[src/rtl/core/button_edge_event_fifo_defines.svh]
// ----------------------------------------------------------------------------
// Assertion macros for the button edge event queue
// Concurrent checks are compiled for simulation only and vanish in synthesis.
// ----------------------------------------------------------------------------
// Each check is sampled on clk_i. The first macro is held off while rst_ni is
// low; the second is also evaluated during reset.
`ifndef BUTTON_EDGE_EVENT_FIFO_DEFINES_SVH
`define BUTTON_EDGE_EVENT_FIFO_DEFINES_SVH

`ifndef SYNTHESIS
`define BEF_ASSERT(lbl, prop, msg) \
  lbl: assert property (@(posedge clk_i) disable iff (!rst_ni) prop) else $error(msg);
`define BEF_ASSERT_ALWAYS(lbl, prop, msg) \
  lbl: assert property (@(posedge clk_i) prop) else $error(msg);
`else
`define BEF_ASSERT(lbl, prop, msg)
`define BEF_ASSERT_ALWAYS(lbl, prop, msg)
`endif

`endif

[src/rtl/core/bef_pkg.sv]
// ----------------------------------------------------------------------------
// Button edge event package
// Command and event codes, the controller command bundle and the edge decoder.
// ----------------------------------------------------------------------------
`timescale 1ns / 1ps

package bef_pkg;

  // Bit positions in a button sample.
  localparam int unsigned BtnDown   = 0;
  localparam int unsigned BtnRight  = 1;
  localparam int unsigned BtnUp     = 2;
  localparam int unsigned BtnCenter = 3;
  localparam int unsigned BtnLeft   = 4;

  localparam int unsigned BtnW  = 5;
  localparam int unsigned CmdW  = 2;
  localparam int unsigned EvW   = 3;

  typedef enum logic [CmdW-1:0] {
    CMD_SAMPLE = 2'd0,
    CMD_READ   = 2'd1,
    CMD_INIT   = 2'd2
  } cmd_e;

  typedef enum logic [EvW-1:0] {
    EV_NONE   = 3'd0,
    EV_CPRESS = 3'd1,
    EV_CREL   = 3'd2,
    EV_UP     = 3'd3,
    EV_DOWN   = 3'd4,
    EV_LEFT   = 3'd5,
    EV_RIGHT  = 3'd6
  } ev_e;

  // Commands from the controller to the datapath.
  typedef struct packed {
    logic load;  // capture the incoming command and sample
    logic exec;  // carry out the captured command and present the result
  } bef_cmd_t;

  // Turns the change between two samples into at most one event. The centre
  // button reports both edges; the directions report presses only.
  function automatic ev_e decode_change(logic [BtnW-1:0] prev, logic [BtnW-1:0] curr);
    logic [BtnW-1:0] diff;
    logic [BtnW-1:0] rose;
    ev_e             ev;
    diff = prev ^ curr;
    rose = diff & curr;
    priority if (diff[BtnCenter]) begin
      ev = curr[BtnCenter] ? EV_CPRESS : EV_CREL;
    end else if (rose[BtnUp]) begin
      ev = EV_UP;
    end else if (rose[BtnDown]) begin
      ev = EV_DOWN;
    end else if (rose[BtnLeft]) begin
      ev = EV_LEFT;
    end else if (rose[BtnRight]) begin
      ev = EV_RIGHT;
    end else begin
      ev = EV_NONE;
    end
    return ev;
  endfunction

endpackage

[src/rtl/core/button_edge_event_fifo.sv]
// ----------------------------------------------------------------------------
// Button edge event queue
// Decodes joystick sample edges into events and queues them for reading.
// ----------------------------------------------------------------------------
// Usage. A command transfer happens on the rising edge at which start is high
// and busy is low; command_i selects a new sample, a read of the oldest event
// or an initialisation, and buttons_i carries the sample. Each command yields
// exactly one result, shown on event_code_o, dropped_o and has_event_o for a
// single cycle while strobe_o is high; that cycle's closing edge is the result
// transfer. The receiver cannot stall, so it must capture the result then.
// A command passes ST_READ, ST_EXEC and the strobe register before its strobe.
// busy is high in ST_READ and ST_EXEC, in which no new command is taken: first
// the queue head is read from the event store through its registered read port,
// then the edge is decoded and the pointers are updated. A new command may be
// transferred in the cycle the previous result is shown.
// The queue keeps QUEUE_DEPTH-1 events; one slot stays free so that equal
// pointers mean empty. A decoded event that meets a full queue is discarded
// and flagged by dropped_o.
// Reset clears the previous sample and both pointers, leaving the queue empty.
// The event store itself is not cleared; only entries already written are read.
// ----------------------------------------------------------------------------
`timescale 1ns / 1ps

module button_edge_event_fifo #(
  parameter int unsigned QUEUE_DEPTH = 16
) (
  input  logic                     clk_i,
  input  logic                     rst_ni,
  input  logic                     start,
  output logic                     busy,
  input  logic [bef_pkg::CmdW-1:0] command_i,
  input  logic [bef_pkg::BtnW-1:0] buttons_i,
  output logic                     strobe_o,
  output logic [bef_pkg::EvW-1:0]  event_code_o,
  output logic                     dropped_o,
  output logic                     has_event_o
);
  import bef_pkg::*;

  // Command bundle from the sequencer to the datapath.
  bef_cmd_t cmd;

  // The controller only sequences; it never sees the payload.
  bef_ctrl u_ctrl (
    .clk_i  (clk_i),
    .rst_ni (rst_ni),
    .start  (start),
    .busy   (busy),
    .cmd_o  (cmd)
  );

  // The datapath holds all state that the commands act on, including the
  // event store, and registers every result field before it is shown.
  bef_dp #(
    .QUEUE_DEPTH (QUEUE_DEPTH)
  ) u_dp (
    .clk_i        (clk_i),
    .rst_ni       (rst_ni),
    .cmd_i        (cmd),
    .command_i    (command_i),
    .buttons_i    (buttons_i),
    .strobe_o     (strobe_o),
    .event_code_o (event_code_o),
    .dropped_o    (dropped_o),
    .has_event_o  (has_event_o)
  );

endmodule

[src/rtl/core/bef_ctrl.sv]
// ----------------------------------------------------------------------------
// Button edge event controller
// Sequences one command through fetch of the queue head and execution.
// ----------------------------------------------------------------------------
`timescale 1ns / 1ps

module bef_ctrl (
  input  logic              clk_i,
  input  logic              rst_ni,
  input  logic              start,
  output logic              busy,
  output bef_pkg::bef_cmd_t cmd_o
);
  import bef_pkg::*;

  typedef enum logic [2:0] {
    ST_IDLE = 3'b001,
    ST_READ = 3'b010,
    ST_EXEC = 3'b100
  } state_e;

  state_e state_q;
  state_e state_d;

  always_comb begin
    state_d = state_q;
    unique case (state_q)
      ST_IDLE: begin
        if (start) begin
          state_d = ST_READ;
        end
      end
      ST_READ: state_d = ST_EXEC;
      ST_EXEC: state_d = ST_IDLE;
      default: state_d = ST_IDLE;
    endcase
  end

  always_ff @(posedge clk_i or negedge rst_ni) begin
    if (!rst_ni) begin
      state_q <= ST_IDLE;
    end else begin
      state_q <= state_d;
    end
  end

  // The queue head is read while in ST_READ, so it is stable in ST_EXEC.
  assign busy       = (state_q != ST_IDLE);
  assign cmd_o.load = (state_q == ST_IDLE) && start;
  assign cmd_o.exec = (state_q == ST_EXEC);

endmodule

[src/rtl/core/bef_dp.sv]
// ----------------------------------------------------------------------------
// Button edge event datapath
// Holds the previous sample, the circular event queue and the result registers.
// ----------------------------------------------------------------------------
`timescale 1ns / 1ps

`include "button_edge_event_fifo_defines.svh"

module bef_dp #(
  parameter int unsigned QUEUE_DEPTH = 16
) (
  input  logic                         clk_i,
  input  logic                         rst_ni,
  input  bef_pkg::bef_cmd_t            cmd_i,
  input  logic [bef_pkg::CmdW-1:0]     command_i,
  input  logic [bef_pkg::BtnW-1:0]     buttons_i,
  output logic                         strobe_o,
  output logic [bef_pkg::EvW-1:0]      event_code_o,
  output logic                         dropped_o,
  output logic                         has_event_o
);
  import bef_pkg::*;

  localparam int unsigned PtrW = $clog2(QUEUE_DEPTH);
  localparam logic [PtrW-1:0] PtrLast = PtrW'(QUEUE_DEPTH - 1);

  logic [CmdW-1:0] cmd_q;
  logic [BtnW-1:0] btn_q;
  logic [BtnW-1:0] prev_q, prev_d;
  logic [PtrW-1:0] wr_q, wr_d;
  logic [PtrW-1:0] rd_q, rd_d;
  logic [EvW-1:0]  mem_q [QUEUE_DEPTH];
  logic [EvW-1:0]  head_q;
  logic            strobe_q;
  logic [EvW-1:0]  code_q, code_d;
  logic            drop_q, drop_d;
  logic            has_q;

  ev_e             ev;
  logic [PtrW-1:0] wr_next;
  logic [PtrW-1:0] rd_next;
  logic            mem_we;
  logic            read_empty;

  assign ev      = decode_change(prev_q, btn_q);
  assign wr_next = (wr_q == PtrLast) ? '0 : wr_q + 1'b1;
  assign rd_next = (rd_q == PtrLast) ? '0 : rd_q + 1'b1;

  always_comb begin
    prev_d = prev_q;
    wr_d   = wr_q;
    rd_d   = rd_q;
    code_d = EV_NONE;
    drop_d = 1'b0;
    mem_we = 1'b0;
    unique case (cmd_q)
      CMD_SAMPLE: begin
        prev_d = btn_q;
        if (ev != EV_NONE) begin
          if (wr_next == rd_q) begin
            drop_d = 1'b1;
          end else begin
            mem_we = 1'b1;
            wr_d   = wr_next;
          end
        end
      end
      CMD_READ: begin
        if (wr_q != rd_q) begin
          code_d = head_q;
          rd_d   = rd_next;
        end
      end
      CMD_INIT: begin
        prev_d = btn_q;
        wr_d   = '0;
        rd_d   = '0;
      end
      default: begin
      end
    endcase
  end

  always_ff @(posedge clk_i or negedge rst_ni) begin
    if (!rst_ni) begin
      prev_q   <= '0;
      wr_q     <= '0;
      rd_q     <= '0;
      strobe_q <= 1'b0;
    end else begin
      strobe_q <= cmd_i.exec;
      if (cmd_i.exec) begin
        prev_q <= prev_d;
        wr_q   <= wr_d;
        rd_q   <= rd_d;
      end
    end
  end

  // Captured command and result registers carry no reset.
  always_ff @(posedge clk_i) begin
    if (cmd_i.load) begin
      cmd_q <= command_i;
      btn_q <= buttons_i;
    end
    if (cmd_i.exec) begin
      code_q <= code_d;
      drop_q <= drop_d;
      has_q  <= (wr_d != rd_d);
    end
  end

  // Event store: one write port at the write pointer, one registered read
  // port at the read pointer.
  always_ff @(posedge clk_i) begin
    if (cmd_i.exec && mem_we) begin
      mem_q[wr_q] <= ev;
    end
    head_q <= mem_q[rd_q];
  end

  assign strobe_o     = strobe_q;
  assign event_code_o = code_q;
  assign dropped_o    = drop_q;
  assign has_event_o  = has_q;

  assign read_empty = cmd_i.exec && (cmd_q == CMD_READ) && (wr_q == rd_q);

  `BEF_ASSERT(a_strobe_follows_exec, cmd_i.exec |=> strobe_q, "result strobe missing")
  `BEF_ASSERT(a_drop_no_code, strobe_q && drop_q |-> code_q == EV_NONE, "drop with a code")
  `BEF_ASSERT(a_empty_read_none, read_empty |=> code_q == EV_NONE && !has_q, "empty read gave an event")
  `BEF_ASSERT(a_ptr_range, wr_q <= PtrLast && rd_q <= PtrLast, "queue pointer out of range")

endmodule
[config.mk]
export PLATFORM = sky130hd
export DESIGN_NAME = button_edge_event_fifo
export DESIGN_NICKNAME = d
export VERILOG_FILES = /design/src/rtl/core/bef_pkg.sv /design/src/rtl/core/button_edge_event_fifo.sv /design/src/rtl/core/bef_ctrl.sv /design/src/rtl/core/bef_dp.sv
export VERILOG_INCLUDE_DIRS = /design/src /design/src/rtl/core
export SDC_FILE = /design/constraint.sdc
export NUM_CORES = 1
export LEC_CHECK = 0
export BUFFER_PORTS_ARGS = -buffer_cell sky130_fd_sc_hd__buf_2
export CAP_MARGIN = 0
export CORE_MARGIN = 2
export CORE_UTILIZATION = 30
export CTS_CLUSTER_DIAMETER = 30
export DETAILED_ROUTE_END_ITERATION = 10
export GPL_ROUTABILITY_DRIVEN = 0
export SLEW_MARGIN = 20
export SYNTH_ARGS = -nofsm -noshare
export SYNTH_HDL_FRONTEND = slang
export SYNTH_SLANG_ARGS = --single-unit
[constraint.sdc]
create_clock -name clk_i -period 3.25 [get_ports clk_i]
set_input_delay 0.325 -clock clk_i [delete_from_list [all_inputs] [get_ports clk_i]]
set_output_delay 0.325 -clock clk_i [all_outputs]
set_load 0.02 [all_outputs]
==> results of run 1 <==
## per-stage QoR
| step | power, mW | hold WS [ns] | util (%) | cells |
|---|---|---|---|---|
| 2_1_floorplan | 2.36 | 0.0294 | - | 266 |
| 6_report | 3.62 | 0.164 | 34.6 | 462 |
| 3_3_place_gp | 2.59 | 0.284 | 32.0 | 445 |
| 4_1_cts | 3.67 | 0.150 | 34.6 | 462 |
| 3_5_place_dp | 2.61 | 0.287 | 32.0 | 445 |
| 5_1_grt | 3.84 | 0.151 | 34.6 | 462 |
## per-layer routing
| metal | part of all wire (%) | routed length (um) | vias up |
|---|---|---|---|
| met4 | 1.4 | 99 | 0 |
| met1 | 45 | 3180 | 1085 |
| met5 | 0 | 0 | - |
| li1 | - | - | 1046 |
| met3 | 3.8 | 266 | 9 |
| met2 | 49 | 3480 | 40 |
## layout by cell type (no fill, tap or decap), drive strengths merged, types with 3 or more instances in the layout
cell	instances
a21oi	9
buf	21
ha	8
a31oi	5
nand2	18
nor2	22
edfxtp	60
dfrtp	16
a22oi	4
xnor2	9
and3	7
nand2b	5
mux2	6
nand3	5
nor3	7
inv	10
xor2	3
mux4	15
nor2b	3
o21ai	11
dfxtp	3
clkbuf	11
## cells by family (layout without fill, tap and decap cells)
family	count (synthesis)	in the layout
AND/OR/NAND/NOR	75	75
multiplexers	21	21
flip-flops	80	80
buffers and inverters	24	48
adder cells (fa/ha/maj)	9	9
XOR/XNOR	12	12
AO/OA/AOI/OAI	45	45
## cell type report
| class | instances | area, sq um |
|---|---|---|
| Inverter | 10 | 37.5 |
| Tap cell | 172 | 215 |
| Fill cell | 1203 | 8210 |
| Timing Repair Buffer | 22 | 128 |
| Clock inverter | 5 | 81.3 |
| Multi-Input combinational cell | 162 | 1370 |
| Sequential cell | 80 | 2290 |
| Clock buffer | 11 | 233 |
## registers in the layout, summed over array words and instances, names as in the netlist
register / count
u_dp.mem_q: 48
u_dp.btn_q: 5
u_dp.prev_q: 5
u_dp.rd_q: 4
u_dp.wr_q: 4
u_ctrl.state_q: 3
u_dp.event_code_o: 3
u_dp.head_q: 3
u_dp.cmd_q: 2
u_dp.dropped_o: 1
u_dp.has_event_o: 1
u_dp.strobe_o: 1
## timing repair
item	CTS	global route
hold endpoints to repair	16	0
resized for setup	0	0
hold buffers	1	0
## critical path, cell delays in order, from the launching register on
cell	delay, ns
dfrtp_1	0.49
ha_1	0.35
a31oi_1	0.32
xor2_1	0.23
or3_4	0.20
o211a_1	0.33
nand3_1	0.24
nor3_1	0.41
## power groups by stage
stage,sequential [mW],combinational [mW],clock (mW)
global route,1.49,1.24,1.11
finish,1.47,1.10,1.05
floorplan,1.42,0.939,0
global placement,1.48,1.11,0
detailed placement,1.49,1.13,0
CTS,1.47,1.13,1.07
## how the worst min path moves through the flow
stage,end,start,cells after the start
6_report,u_dp.btn_q[1],buttons_i[1],1
5_1_grt,u_dp.btn_q[1],buttons_i[1],1
4_1_cts,u_dp.btn_q[1],buttons_i[1],1
3_5_place_dp,u_ctrl.state_q[2],rst_ni,1
3_3_place_gp,u_ctrl.state_q[2],rst_ni,1
2_1_floorplan,u_ctrl.state_q[1],rst_ni,0
==> impl_metrics.json, run 1 <==
{
  "status": "finished clean",
  "tightest_slew_ns": 0.839,
  "setup_slack_ns": 0.340,
  "wirelength_mm": 7.03,
  "synth.most_common_cell": "edfxtp_1",
  "die-area_sq_um": 13700,
  "antenna_found_initial": 0,
  "synth-seq-area-share_pct": 59.7,
  "place_hpwl_mm": 5.02,
  "clkTransAtPathRegs_ns": 0.06,
  "drive_above_1_share_pct": 22.4,
  "internal_power_mw": 2.49,
  "reg2reg_to": "u_dp.mem_q[1][0]",
  "cp-start-kind": "flip-flop",
  "initial_utilization_pct": 30.5,
  "syn_nets": 284,
  "die_y_um": 117,
  "finalSetupTns_ns": 0,
  "cts_max_level": 3,
  "hold_class": "in2reg",
  "placed_cell_area_sq_um": 4030,
  "p_comb_share_pct": 30.5,
  "reg2reg_from": "u_dp.wr_q[1]",
  "cts_tree": "built",
  "grt_overflow_total": 0,
  "ios": 17,
  "max-cap-violations": 0,
  "busiest_layer": "met2",
  "worstPathArrival_ns": 2.90,
  "r2r_slack_ns": 0.34,
  "drtIter0Drc": 185,
  "firstDrtPassIters": 4,
  "synth_fa_ha_area_share_pct": 2.87,
  "synth.area.top_cells": "edfxtp_1 (47%), dfrtp_1 (10%), mux4_2 (7.0%)",
  "avgSynthCellArea_sq_um": 14.4,
  "swShare_pct": 31.1,
  "synth_top_family_by_area": "multiplexers",
  "p_sw_mw": 1.13,
  "netlist_instances": 266,
  "cellLeakagePower_nw": 1.53,
  "grtUsageMet3_pct": 2.78,
  "die_w_um": 117,
  "clock_skew_ns": 0.00610,
  "antennaDiodeCount": 0,
  "insertion_delay_ns": 0.34,
  "cts.path.max_buffers": 2,
  "fmaxAchievable_mhz": 344,
  "setup_viol": 0,
  "viasPerCell": 4.72,
  "synth_top_area_share_pct": 47.0,
  "syn_area_sq_um": 3830,
  "final_cell_area_sq_um": 4350,
  "vias": 2180,
  "ys_top_cells_by_count": "edfxtp_1 (60), nor2_1 (22), nand2_1 (18)",
  "syn2layout_area_growth_pct": 13.6,
  "yosysWarnings": 0,
  "portBuffers": 16,
  "rsz0062_at_grt": "false",
  "relSlewSlack_pct": 43.7,
  "finalCritPeriodShare_pct": 89.5,
  "synth-xor-area-share_pct": 3.72,
  "vdd.ir_drop.worst_v": 0.000372,
  "required_ns": 3.24,
  "gr-usage-met1_pct": 15.5,
  "wl_per_cell_um": 15.2,
  "finalHoldViolations": 0,
  "drc": 0,
  "grt_max_degree": 19,
  "ys.flop_type": "edfxtp_1",
  "ys_seq_elements": 80,
  "coreArea_sq_um": 12600,
  "crit_path_start": "u_dp.wr_q[1]",
  "synthMuxAreaShare_pct": 10.9,
  "yosysTopAreaCell": "edfxtp_1",
  "finalCriticalPeriod_ns": 2.91,
  "grt_pass1_wl_mm": 12.1,
  "reg2reg_depth": 7,
  "cts_root_buf": "clkbuf_16",
  "p_clk_share_pct": 29.0,
  "yosys.area_share.simple_pct": 9.56,
  "sequentialPowerShare_pct": 40.5,
  "cts_sinks": 80,
  "ys_types": 52,
  "post_cts_buffers": 0,
  "synth_compound_area_share_pct": 8.55,
  "slew_violations": 0,
  "path_max_fanout": 10,
  "critPathCaptureType": "flip-flop",
  "grt_util_met2_pct": 18.9,
  "crit_end": "u_dp.mem_q[1][0]",
  "synth_edf_count": 60,
  "final_antenna_net_count": 0,
  "synth-async-reset-ratio_pct": 21.3,
  "cts_made_buffers": 9,
  "fin_nets": 303,
  "power.density_nw_per_um2": 831,
  "dpl_worst_slack_ns": 0.391,
  "critPathKind": "reg2reg",
  "fp-row-count": 41,
  "grt_pass1_vias": 2293,
  "grtUsageTotal_pct": 11.9
}
(Power assumes the default switching activity.)
==> inputs of run 2 (changes only) <==
Settings changed: PLACE_DENSITY set to 0.53.
==> impl_metrics.json, run 2 (synthesis results as in run 1) <==
{
  "p_clk_share_pct": 27.6,
  "reg2reg_from": "u_dp.wr_q[0]",
  "crit_family": "simple AND/OR/NAND/NOR gates",
  "final_cell_mix": "edfxtp_1 (60), nor2_1 (21), nand2_1 (18)",
  "path_cells": "ha_1 > a31oi_1 > xor2_1 > or3_4 > o211a_1 > nand3_1 > nor3_1",
  "die_y_um": 117,
  "fmaxAchievable_mhz": 344,
  "hp-start": "buttons_i[3]",
  "met3WireLength_um": 208,
  "max-cap-violations": 0,
  "dpl_worst_slack_ns": 0.333,
  "hold_class": "in2reg",
  "coreArea_sq_um": 12600,
  "reg2reg_depth": 7,
  "finalHoldViolations": 0,
  "p_sw_mw": 1.16,
  "p_comb_share_pct": 32.3,
  "cts_tree": "built",
  "drtIter0Drc": 217,
  "clkTransAtPathRegs_ns": 0.06,
  "finalSetupTns_ns": 0,
  "tightest_slew_ns": 0.805,
  "worstPathArrival_ns": 2.90,
  "clock_skew_ns": 0.00576,
  "cts_root_buf": "clkbuf_16",
  "highest_layer": "met4",
  "sequentialPowerShare_pct": 40.1,
  "cellLeakagePower_nw": 1.53,
  "finalCriticalPeriod_ns": 2.91,
  "grt_overflow_total": 0,
  "cp_num_cells": 7,
  "rsz0062_at_grt": "false",
  "die_w_um": 117,
  "critPathKind": "reg2reg",
  "relSlewSlack_pct": 45.9,
  "cts_made_buffers": 9,
  "hold_depth": 1,
  "final_common_cell": "edfxtp_1",
  "power.density_nw_per_um2": 825,
  "firstDrtPassIters": 4,
  "cts_max_level": 3,
  "internal_power_mw": 2.42,
  "wirelength_mm": 7.54,
  "viasPerCell": 4.76,
  "hold_end": "u_dp.btn_q[3]",
  "swShare_pct": 32.4,
  "holdBufCountCts": 1,
  "cts_resized": 0,
  "final_antenna_net_count": 0,
  "grtUsageTotal_pct": 12.7,
  "postLayoutCoreUtil_pct": 34.6,
  "top_regs": "u_dp.mem_q: 48 flops, u_dp.btn_q: 5 flops, u_dp.prev_q: 5 flops",
  "status": "finished clean",
  "setup_slack_ns": 0.343,
  "fp-row-count": 41,
  "required_ns": 3.24,
  "cp-start-kind": "flip-flop",
  "critPathCaptureType": "flip-flop",
  "drive_above_1_share_pct": 22.9,
  "finalCritPeriodShare_pct": 89.4,
  "critical_path.slowest_cell": "dfrtp_1",
  "ios": 17,
  "worst_path_largest_cell_delay_ns": 0.48,
  "drc": 0,
  "antennaDiodeCount": 0,
  "portBuffers": 16,
  "vdd.ir_drop.worst_v": 0.000265,
  "worstPathBufferInverterCount": 0,
  "die-area_sq_um": 13700,
  "grt_max_degree": 19,
  "vias": 2207,
  "place_hpwl_mm": 5.11,
  "largest_reg_flops": 48,
  "setup_viol": 0,
  "initial_utilization_pct": 30.5,
  "path_max_fanout": 9,
  "n_fill_cell": 1225,
  "antenna_found_initial": 0,
  "insertion_delay_ns": 0.34,
  "syn2layout_area_growth_pct": 13.3,
  "wl_met2_mm": 3.46,
  "reg2reg_to": "u_dp.mem_q[1][1]",
  "grt_pass1_vias": 2260,
  "wl_met1_mm": 3.68,
  "cts.path.max_buffers": 2,
  "grt_pass1_wl_mm": 12.6,
  "slew_violations": 0,
  "r2r_slack_ns": 0.34,
  "top_register": "u_dp.mem_q",
  "wl_per_cell_um": 16.2,
  "post_cts_buffers": 0,
  "fin_nets": 305,
  "cts_sinks": 80
}
[run 2: cell types whose count changed in the layout (fill, tap and decap cells not counted), sizes merged]
cell / delta
bufinv: -1
buf: +2
clkinvlp: +2
clkinv: -1
[run 2: worst max path at each step]
stage / endpoint / start / slack, ns
finish: u_dp.mem_q[1][1] / u_dp.wr_q[0] / 0.34
global route: u_dp.mem_q[2][0] / u_dp.wr_q[0] / 0.11
CTS: u_dp.mem_q[1][1] / u_dp.wr_q[0] / 0.32
detailed placement: u_dp.mem_q[1][2] / u_dp.wr_q[0] / 0.33
global placement: u_dp.mem_q[1][1] / u_dp.wr_q[0] / 0.41
floorplan: u_dp.has_event_o / u_dp.wr_q[0] / 0.74
[run 2: worst register-to-register path: stages (launching register included)]
cell     delay (ns)
dfrtp_1        0.48
ha_1           0.36
a31oi_1        0.32
xor2_1         0.21
or3_4          0.19
o211a_1        0.30
nand3_1        0.25
nor3_1         0.43
[run 2: cell type report]
| type | instances | area (sq um) | share of cell area (%) |
|---|---|---|---|
| Timing Repair Buffer | 24 | 143 | 3.28 |
| Multi-Input combinational cell | 162 | 1370 | 31.6 |
| Inverter | 10 | 37.5 | 0.864 |
| Clock inverter | 5 | 57.6 | 1.32 |
| Clock buffer | 11 | 233 | 5.36 |
| Tap cell | 172 | 215 | 4.95 |
| Sequential cell | 80 | 2290 | 52.7 |
[run 2: per-layer routing]
layer / global-route usage (%) / up-vias
met1: 17.1 / 1116
met4: 7.22 / 0
li1: - / 1042
met5: 0 / -
met2: 19.0 / 34
met3: 2.83 / 15
[run 2: power by group through the flow]
stage,Combinational [mW],Clock (mW),Sequential [mW]
after global placement,1.17,0,1.46
final,1.16,0.988,1.44
after detailed placement,1.17,0,1.46
after CTS,1.18,1.00,1.44
after floorplan,0.939,0,1.42
after global routing,1.28,1.07,1.46
[run 2: stage by stage]
step / cells / hold slack [ns] / total power [mW] / instance area [sq um]
floorplan: 266 / 0.0294 / 2.36 / 3830
global placement: 447 / 0.287 / 2.63 / 4040
detailed placement: 447 / 0.292 / 2.63 / 4050
CTS: 464 / 0.146 / 3.62 / 4350
global route: 464 / 0.144 / 3.81 / 4350
finish: 464 / 0.155 / 3.59 / 4350
==> inputs of run 3 (changes only) <==
Settings changed: SKIP_LAST_GASP set to 1, SYNTH_HIERARCHICAL set to 1.
Clock period 3.25 ns to 3.7 ns, I/O delays scaled along.
==> impl_metrics.json, run 3 <==
{
  "wl_per_cell_um": 17.3,
  "clkTransAtPathRegs_ns": 0.06,
  "grt_pass1_vias": 2292,
  "cts_resized": 0,
  "vdd.ir_drop.worst_v": 0.000376,
  "cts_tree": "built",
  "cellLeakagePower_nw": 1.58,
  "finalCritPeriodShare_pct": 79.7,
  "antennaDiodeCount": 0,
  "netlist_instances": 267,
  "regArea_sq_um": 2290,
  "grt_pass1_wl_mm": 12.2,
  "internal_power_mw": 1.95,
  "rsz0062_at_grt": "false",
  "die-area_sq_um": 13200,
  "cts_max_level": 3,
  "relSlewSlack_pct": 38.3,
  "p_comb_share_pct": 28.1,
  "setup_viol": 0,
  "top_regs": "u_dp/mem_q: 48 flops, u_dp/btn_q: 5 flops, u_dp/prev_q: 5 flops",
  "largest_reg_flops": 48,
  "insertion_delay_ns": 0.33,
  "syn_nets": 285,
  "finalNonFillerCells": 438,
  "ys_top_cells_by_count": "edfxtp_1 (60), and3_1 (20), nand2_1 (17)",
  "synth_top_area_share_pct": 48.8,
  "cts_made_buffers": 9,
  "synthMuxAreaShare_pct": 9.53,
  "status": "finished clean",
  "critPathCaptureType": "flip-flop",
  "die_y_um": 115,
  "cp-start-kind": "flip-flop",
  "n_fill_cell": 1185,
  "drive_above_1_share_pct": 18.2,
  "synth-seq-area-share_pct": 62.0,
  "synth-xor-area-share_pct": 2.85,
  "ios": 17,
  "clock_skew_ns": 0.00771,
  "viasPerCell": 5.00,
  "place_hpwl_mm": 5.19,
  "drtIter0Drc": 111,
  "grtUsageTotal_pct": 12.4,
  "sequentialPowerShare_pct": 44.2,
  "max-cap-violations": 0,
  "synth_compound_area_share_pct": 7.84,
  "firstDrtPassIters": 4,
  "setup_slack_ns": 0.751,
  "portBuffers": 16,
  "avgSynthCellArea_sq_um": 13.8,
  "hold_class": "in2reg",
  "yosysWarnings": 6,
  "dpl.cell_count": 421,
  "multi_input_area_sq_um": 1300,
  "ys_types": 47,
  "synth-async-reset-ratio_pct": 21.3,
  "finalHoldViolations": 0,
  "final_common_cell": "edfxtp_1",
  "wirelength_mm": 7.58,
  "syn2layout_area_growth_pct": 14.0,
  "dpl_worst_slack_ns": 0.752,
  "grt_max_degree": 24,
  "postLayoutCoreUtil_pct": 35.0,
  "grt_overflow_total": 0,
  "fin_nets": 304,
  "slew_violations": 0,
  "swShare_pct": 31.9,
  "synth.area.top_cells": "edfxtp_1 (49%), dfrtp_1 (11%), mux2i_1 (4.3%)",
  "tightest_slew_ns": 0.923,
  "synth_fa_ha_area_share_pct": 2.99,
  "cts_root_buf": "clkbuf_16",
  "yosys.area_share.simple_pct": 11.7,
  "syn_area_sq_um": 3690,
  "cts.path.max_buffers": 2,
  "critPathKind": "reg2reg",
  "post_cts_buffers": 0,
  "power.density_nw_per_um2": 683,
  "finalSetupTns_ns": 0,
  "fp-row-count": 40,
  "ys.flop_type": "edfxtp_1",
  "fmaxAchievable_mhz": 339,
  "vias": 2192,
  "die_w_um": 115,
  "p_sw_mw": 0.915,
  "path_max_fanout": 18,
  "final_cell_mix": "edfxtp_1 (60), and3_1 (20), nand2_1 (17)",
  "cts_sinks": 80,
  "synth_edf_count": 60,
  "synth_top_family_by_area": "simple AND/OR/NAND/NOR gates",
  "antenna_found_initial": 0,
  "required_ns": 3.73,
  "ys_seq_elements": 80,
  "p_clk_share_pct": 27.8,
  "finalCriticalPeriod_ns": 2.95,
  "coreArea_sq_um": 12000,
  "initial_utilization_pct": 30.7,
  "final_antenna_net_count": 0,
  "yosysTopAreaCell": "edfxtp_1",
  "synth.most_common_cell": "edfxtp_1",
  "top_register": "u_dp/mem_q",
  "worstPathArrival_ns": 2.98,
  "drc": 0
}
==> run 3: cell count changes in the layout (fill, tap and decap cells not counted), sizes merged, moves of 4 or more <==
cell | previous run | this run
mux2i | 0 | 16
and3 | 7 | 20
nor2 | 22 | 9
mux4 | 15 | 6
a221oi | 0 | 6
nor3 | 7 | 2
nand3 | 5 | 1
==> run 3: layout make-up <==
| cell class | instances | area share [%] |
|---|---|---|
| tap | 147 | 4.37 |
| inverter | 11 | 0.982 |
| multi-input combinational | 163 | 30.9 |
| sequential | 80 | 54.4 |
| clock buffer | 10 | 5.45 |
| clock inverter | 6 | 1.01 |
| timing repair buffer | 21 | 2.86 |
==> run 3: stage by stage <==
stage | cell area, sq um | total power [mW] | hold slack (ns)
2_1_floorplan | 3690 | 1.84 | 0.0744
3_3_place_gp | 3920 | 2.08 | 0.322
3_5_place_dp | 3920 | 2.10 | 0.332
4_1_cts | 4200 | 2.91 | 0.197
5_1_grt | 4200 | 3.02 | 0.200
6_report | 4200 | 2.87 | 0.211
==> run 3: logic make-up after synthesis <==
| group | count (synthesis) |
|---|---|
| DFF | 80 |
| AOI/OAI and AO/OA | 43 |
| muxes | 27 |
| and+or+nand+nor | 72 |
| xor gates and xnor gates | 12 |
| adders and majority gates | 9 |
| buffers and inverters | 24 |
==> run 3: path summary, 6_finish.rpt <==
path | startpoint | to | slack [ns] | cells past startpoint
setup / recovery | u_dp/wr_q[0] | u_dp/mem_q[3][1] | 0.75 | 8
hold / removal | buttons_i[4] | u_dp/btn_q[4] | 0.21 | 1
setup reg to reg | u_dp/wr_q[0] | u_dp/mem_q[3][1] | 0.75 | 8
hold reg to reg | u_ctrl/state_q[2] | u_ctrl/state_q[2] | 0.49 | 1
max in group asynchronous | rst_ni | u_ctrl/state_q[0] | 2.87 | 2
min in group asynchronous | rst_ni | u_dp/prev_q[4] | 0.50 | 2
==> run 3: critical path: stages (launching register included) <==
cell       delay [ns]
dfrtp_1          0.51
ha_1             0.44
nor2b_1          0.13
a2111oi_2        0.37
and4bb_4         0.30
nor3_4           0.25
and2_1           0.16
buf_4            0.22
and3_1           0.27
==> run 3: repair_timing <==
action | CTS | global route
hold buffers | 1 | 0
endpoints found under the setup margin | 0 | 0
hold endpoints to repair | 16 | 0
==> run 3: layer usage <==
layer | wire, um | global-route usage, %
met5 | 0 | 0
met3 | 220 | 2.74
met2 | 3810 | 20.3
met4 | 164 | 5.86
met1 | 3390 | 15.8
==> run 3: power groups by stage <==
stage / clock network (mW) / logic, mW / registers (mW)
final: 0.797 / 0.806 / 1.27
after global routing: 0.856 / 0.885 / 1.28
after CTS: 0.823 / 0.814 / 1.27
after detailed placement: 0 / 0.812 / 1.29
after global placement: 0 / 0.804 / 1.28
after floorplan: 0 / 0.601 / 1.24
